[config.mk]
export PLATFORM = sky130hd
export DESIGN_NAME = table_linear_and_binary_search_unit
export DESIGN_NICKNAME = d
export VERILOG_FILES = /design/src/tlbs_pkg.sv /design/src/table_linear_and_binary_search_unit.sv /design/src/tlbs_table.sv
export SDC_FILE = /design/constraint.sdc
export NUM_CORES = 1
export LEC_CHECK = 0
export ABC_AREA = 0
export BUFFER_PORTS_ARGS = -buffer_cell sky130_fd_sc_hd__buf_2
export CORE_UTILIZATION = 25
export CTS_BUF_LIST = sky130_fd_sc_hd__clkbuf_16
export DETAILED_ROUTE_END_ITERATION = 8
export PLACE_DENSITY_LB_ADDON = 0.05
export SLEW_MARGIN = 10
export SYNTH_ARGS = -nofsm -noshare
export SYNTH_HDL_FRONTEND = slang
export SYNTH_HIERARCHICAL = 1
export SYNTH_SLANG_ARGS = --single-unit
[constraint.sdc]
create_clock -name clk -period 13.05 [get_ports clk]
set_input_delay 1.9575 -clock clk [delete_from_list [all_inputs] [get_ports clk]]
set_output_delay 1.9575 -clock clk [all_outputs]
set_load 0.1 [all_outputs]
[src/tlbs_pkg.sv]
// Shared types and constants for the table search unit.
`timescale 1ns / 1ps

package tlbs_pkg;

  localparam int KEY_W = 32;
  localparam int IDX_W = 4;
  localparam int POS_W = 4;
  localparam int OP_W  = 2;

  localparam logic [OP_W-1:0] OP_WRITE  = 2'd0;
  localparam logic [OP_W-1:0] OP_LINEAR = 2'd1;
  localparam logic [OP_W-1:0] OP_BINARY = 2'd2;

  typedef enum logic [1:0] {
    S_IDLE,
    S_LIN,
    S_BIN,
    S_FIN
  } state_t;

  typedef struct packed {
    logic                    en;
    logic [IDX_W-1:0]        idx;
    logic signed [KEY_W-1:0] data;
  } tab_wr_t;

endpackage

[src/table_linear_and_binary_search_unit.sv]
// Linear search: one compare per entry, visiting every entry.
// Binary search: one probe per cycle.
// Write and unused operations go straight to the finish state; a new item is accepted only while idle.
// All probes share one table read port and one signed comparator.
// Synchronous active-low reset clears the table and the sequencer.
`timescale 1ns / 1ps

module table_linear_and_binary_search_unit import tlbs_pkg::*; #(
  parameter int ENTRIES = 16
) (
  input  logic                    clk,
  input  logic                    rst_n,
  input  logic                    in_valid,
  output logic                    in_stall,
  input  logic [OP_W-1:0]         in_operation,
  input  logic [IDX_W-1:0]        in_index,
  input  logic signed [KEY_W-1:0] in_value,
  output logic                    out_valid,
  input  logic                    out_stall,
  output logic                    out_found,
  output logic [POS_W-1:0]        out_position
);

  localparam int AW = $clog2(ENTRIES);
  localparam int CW = $clog2(ENTRIES + 1);

  state_t                  state_r, state_nxt;
  logic [AW-1:0]           ctr_r, ctr_nxt;
  logic [CW-1:0]           lo_r, lo_nxt;
  logic [CW-1:0]           hp_r, hp_nxt;
  logic signed [KEY_W-1:0] key_r, key_nxt;
  logic                    hit_r, hit_nxt;
  logic [POS_W-1:0]        pos_r, pos_nxt;
  logic                    out_valid_r, out_valid_nxt;
  logic                    found_r, found_nxt;
  logic [POS_W-1:0]        position_r, position_nxt;

  tab_wr_t                 wr;
  logic [AW-1:0]           rd_addr;
  logic signed [KEY_W-1:0] rd_data;
  logic [CW:0]             mid_sum;
  logic [AW-1:0]           mid;
  logic                    eq;
  logic                    less;
  logic                    accept;

  tlbs_table #(.ENTRIES(ENTRIES)) u_table (
    .clk     (clk),
    .rst_n   (rst_n),
    .wr      (wr),
    .rd_addr (rd_addr),
    .rd_data (rd_data)
  );

  assign in_stall     = (state_r != S_IDLE);
  assign accept       = in_valid && !in_stall;
  assign out_valid    = out_valid_r;
  assign out_found    = found_r;
  assign out_position = position_r;

  assign wr.en   = accept && (in_operation == OP_WRITE);
  assign wr.idx  = in_index;
  assign wr.data = in_value;

  assign mid_sum = {1'b0, lo_r} + {1'b0, hp_r} - (CW + 1)'(1);
  assign mid     = AW'(mid_sum >> 1);
  assign rd_addr = (state_r == S_LIN) ? ctr_r : mid;
  assign eq      = (rd_data == key_r);
  assign less    = (rd_data < key_r);

  always_ff @(posedge clk) begin
    if (!rst_n) begin
      state_r     <= S_IDLE;
      out_valid_r <= 1'b0;
    end else begin
      state_r     <= state_nxt;
      out_valid_r <= out_valid_nxt;
    end
  end

  always_ff @(posedge clk) begin
    ctr_r      <= ctr_nxt;
    lo_r       <= lo_nxt;
    hp_r       <= hp_nxt;
    key_r      <= key_nxt;
    hit_r      <= hit_nxt;
    pos_r      <= pos_nxt;
    found_r    <= found_nxt;
    position_r <= position_nxt;
  end

  always_comb begin
    state_nxt     = state_r;
    ctr_nxt       = ctr_r;
    lo_nxt        = lo_r;
    hp_nxt        = hp_r;
    key_nxt       = key_r;
    hit_nxt       = hit_r;
    pos_nxt       = pos_r;
    out_valid_nxt = out_valid_r && out_stall;
    found_nxt     = found_r;
    position_nxt  = position_r;
    case (state_r)
      S_IDLE: begin
        if (accept) begin
          key_nxt = in_value;
          hit_nxt = 1'b0;
          pos_nxt = '0;
          ctr_nxt = '0;
          lo_nxt  = '0;
          hp_nxt  = CW'(ENTRIES);
          case (in_operation)
            OP_LINEAR: state_nxt = S_LIN;
            OP_BINARY: state_nxt = S_BIN;
            default:   state_nxt = S_FIN;
          endcase
        end
      end
      S_LIN: begin
        if (eq) begin
          hit_nxt = 1'b1;
          pos_nxt = POS_W'(ctr_r);
        end
        if (ctr_r == AW'(ENTRIES - 1)) begin
          state_nxt = S_FIN;
        end else begin
          ctr_nxt = ctr_r + AW'(1);
        end
      end
      S_BIN: begin
        if (lo_r < hp_r) begin
          if (eq) begin
            hit_nxt   = 1'b1;
            pos_nxt   = POS_W'(mid);
            state_nxt = S_FIN;
          end else if (less) begin
            lo_nxt = CW'(mid) + CW'(1);
          end else begin
            hp_nxt = CW'(mid);
          end
        end else begin
          state_nxt = S_FIN;
        end
      end
      S_FIN: begin
        if (!out_valid_r || !out_stall) begin
          out_valid_nxt = 1'b1;
          found_nxt     = hit_r;
          position_nxt  = hit_r ? pos_r : '0;
          state_nxt     = S_IDLE;
        end
      end
      default: begin
        state_nxt = S_IDLE;
      end
    endcase
  end

`ifndef SYNTHESIS
  a_load_from_fin: assert property (@(posedge clk) disable iff (!rst_n)
    $rose(out_valid_r) |-> $past(state_r) == S_FIN)
    else $error("result word loaded outside finish state");

  a_miss_pos_zero: assert property (@(posedge clk) disable iff (!rst_n)
    (out_valid_r && !found_r) |-> (position_r == '0))
    else $error("miss word carries nonzero position");

  a_lin_bound: assert property (@(posedge clk) disable iff (!rst_n)
    (state_r == S_LIN) |-> (32'(ctr_r) <= 32'(ENTRIES - 1)))
    else $error("linear counter past table end");

  a_bin_bound: assert property (@(posedge clk) disable iff (!rst_n)
    (state_r == S_BIN) |-> ((lo_r <= hp_r) && (32'(hp_r) <= 32'(ENTRIES))))
    else $error("binary search range out of bounds");
`endif

endmodule

[src/tlbs_table.sv]
// Entry table: register file with one write port and one read port.
`timescale 1ns / 1ps

module tlbs_table import tlbs_pkg::*; #(
  parameter int ENTRIES = 16
) (
  input  logic                            clk,
  input  logic                            rst_n,
  input  tab_wr_t                         wr,
  input  logic [$clog2(ENTRIES)-1:0]      rd_addr,
  output logic signed [KEY_W-1:0]         rd_data
);

  localparam int SD  = (ENTRIES < (1 << IDX_W)) ? ENTRIES : (1 << IDX_W);
  localparam int SAW = $clog2(SD);

  logic signed [KEY_W-1:0] mem_r [SD];

  always_ff @(posedge clk) begin
    if (!rst_n) begin
      for (int i = 0; i < SD; i++) begin
        mem_r[i] <= '0;
      end
    end else if (wr.en && (32'(wr.idx) < 32'(SD))) begin
      mem_r[wr.idx[SAW-1:0]] <= wr.data;
    end
  end

  // Entries past the writable range keep their reset value.
  always_comb begin
    if (32'(rd_addr) < 32'(SD)) begin
      rd_data = mem_r[rd_addr[SAW-1:0]];
    end else begin
      rd_data = '0;
    end
  end

endmodule

==> summary.md <==
| Metric | Value |
|---|---|
| Status | completed |
| I/O pin cnt | 49 |
| Largest stage delay on the critical path | 830 ps |
| Worst setup SP type | register |
| Clock latency on the worst-skew pair | 630 ps |
| Critical Path RT | 13300 ps |
| Complex-gate fraction of the synthesized area | 3.37% |
| Top cells by count, synth | 568 x edfxtp_1, 524 x and2_1, 128 x mux4_2 |
| Final worst path period need | 6660 ps |
| Vias per std cell | 4.54 |
| Sequential area share after synthesis | 65.3% |
| WL per Instance | 28.0 microns |
| Primary FF master, synth | edfxtp_1 |
| Syn Inst Count | 1712 |
| Die X | 326 microns |
| First-pass GRT wire length | 124000 microns |
| Worst Skew | 20.3 ps |
| H-tree levels | 3 |
| Synth async-reset ratio | 0% |
| CTS resizes | 0 |
| Crit. End Element | register |
| DRC Markers | 0 |
| Global placer's final weighted congestion | 0.715 |
| Synth Area in Simple Gates | 15.0% |
| TritonCTS buffer count | 72 |
| Core area | 104000 sq um |
| Routed Antenna Nets | 0 |
| Fmax | 150 MHz |
| Post-DP HPWL | 44400 microns |
| Layout cells sized above 1 | 20.2% |
| Slew Viols, Final | 0 |
| Main combinational cell family by area after synthesis | simple AND/OR/NAND/NOR gates |
| Setup TNS | 0 ps |
| Critical path class | reg -> reg |
| Synthesized area | 26200 sq um |
| Avg Synthesized Cell Area | 15.3 sq um |
| Post-CTS Setup Bufs | 0 |
| Initial antenna violation count | 10 |
| Area grow syn2layout | 16.1% |
| Hold Crit Class | reg -> reg |
| Total of max-cap violations | 0 |
| Post-synthesis cell type count | 55 |
| Delay-heaviest family, CP | buffers and inverters |
| Net Count, Synth | 1803 |
| Cell Rows | 118 |
| #FFs+latches synth | 571 |
| Ys Warns | 6 |
| DR iter-0 viols | 1192 |
| DRT Pass-1 Iters | 5 |
| Die area | 106000 sq um |
| Relative slew slack | 21.4% |
| Largest net degree at the start of global routing | 100 |
| RSZ-0062 raised after global routing | no |
| Yosys top cell by area | edfxtp_1 |
| Dominant cells by area after synthesis | edfxtp_1 65%, and2_1 12%, mux4_2 11%, ha_1 2.3%, a22oi_1 1.8% |
| EDFF count, synth | 568 |
| Nets | 1841 |
| CTS Hold Bufs | 0 |
| Worst-margin pin slew | 1170 ps |
| CTS tree | yes |
| Xor and xnor area share after synthesis | 0.200% |
| Routed wire length | 89100 microns |
| Final worst-path cycle share | 51.0% |
| Starting Density | 25.3% |
| Total clock sinks | 571 |
| Die Span Y | 326 microns |
| Max clock buf depth | 3 |
| Synth top area share | 65.0% |
| Crit path cell chain | inv_1, ha_1, inv_1, ha_1, inv_1, o21ai_4, buf_4, buf_4, mux4_2, a22oi_1, nand2_1, ha_1, nand4_2, nor4_2, a21boi_2, o31ai_1, nor3b_2, a311oi_2 |
| CP max FO | 37 |
| Total GRT Usage | 16.9% |
| Clk root buf | clkbuf_16 |
| Slowest CP cell | buf_4 |
| Post-Synth Adder-Cell Area | 2.37% |
| Detailed-route via count | 14444 |
| Clock transition at the registers of the reported paths | 60 ps |
| Final hold viol count | 0 |
| Crit path buf inv count | 5 |
| Port bufs | 48 |
| Grt ovf | 0 |
| Critical path arrival | 6910 ps |
| Mux cell area share after synthesis | 11.0% |
| Setup violations, final | 0 |
| Cell with the most instances after synthesis | edfxtp_1 |
| Number of global-route vias before repair | 14957 |
logic make-up (layout without fill, tap and decap cells):
logic type / Yosys count / count (layout)
other: 0 / 4
adders and majority gates: 49 / 49
muxes: 129 / 129
DFF: 571 / 571
buffers and inverters: 182 / 270
and+or+nand+nor: 647 / 647
xor gates and xnor gates: 6 / 6
AOI/OAI and AO/OA: 128 / 128
cells in the final DEF (no fill, tap or decap), types with 5 or more instances in the layout:
cell type,instances
a21oi_1,18
a22oi_1,64
and2_1,522
buf_2,48
buf_4,42
clkbuf_16,74
clkinv_1,15
clkinv_2,12
edfxtp_1,568
ha_1,48
inv_1,73
mux4_2,128
nand2_1,50
nand3_1,7
nand4_1,5
nor2_1,8
nor2_4,13
nor2b_1,6
o21ai_0,7
o21ai_4,14
area by class of cell:
cell class,count,area (sq um)
well taps,1380,1730
diodes,4,10.0
clock buffers,74,1850
fillers,10279,73300
multi-input cells,959,8690
flip-flops and latches,571,17100
repair buffers,91,576
clock inverters,50,278
inverters,55,206
registers in the layout, summed over array words and instances (netlist names):
register / flops
ctr_r: 4
hit_r: 1
hp_r: 5
key_r: 32
lo_r: 5
out_found: 1
out_position: 4
out_valid: 1
pos_r: 4
state_r: 2
u_table/mem_r: 512
worst paths after layout:
kind / from / to / slack [ps] / cells after the start
worst max-delay path: lo_r[1] / hp_r[0] / 6390 / 18
worst min-delay path: state_r[1] / state_r[1] / 520 / 2
worst max register to register: lo_r[1] / hp_r[0] / 6390 / 18
worst min register to register: state_r[1] / state_r[1] / 520 / 2
metrics by stage:
stage          area [sq um]  utilization, %  setup WS (ps)  hold slack (ps)  cells
2_1_floorplan         26200               -           6750              469   1712
3_3_place_gp          28300            27.3           6220              498   3056
3_5_place_dp          28300            27.3           6240              512   3056
4_1_cts               30400            29.3           6230              520   3180
5_1_grt               30400            29.3           5940              543   3180
6_report              30500            29.3           6390              517   3184
metal layers:
| metal | global-route usage, % | share of wire [%] | routed length [microns] |
|---|---|---|---|
| met5 | 0 | 0 | 0 |
| met3 | 2.65 | 5.0 | 4460 |
| met2 | 27.1 | 47 | 41800 |
| met1 | 23.8 | 47 | 41400 |
| met4 | 3.99 | 1.6 | 1410 |
worst register-to-register path: cells and delay by family (launching register included):
| family | cells | cell delay (ps) |
|---|---|---|
| AO/OA/AOI/OAI | 5 | 1360 |
| flip-flops | 1 | 350 |
| adder cells (fa/ha/maj) | 3 | 1040 |
| multiplexers | 1 | 630 |
| AND/OR/NAND/NOR | 4 | 1110 |
| buffers and inverters | 5 | 1810 |
Power is not shown: default switching activity piles up to over one toggle a cycle in this logic, so the estimate is an artifact.
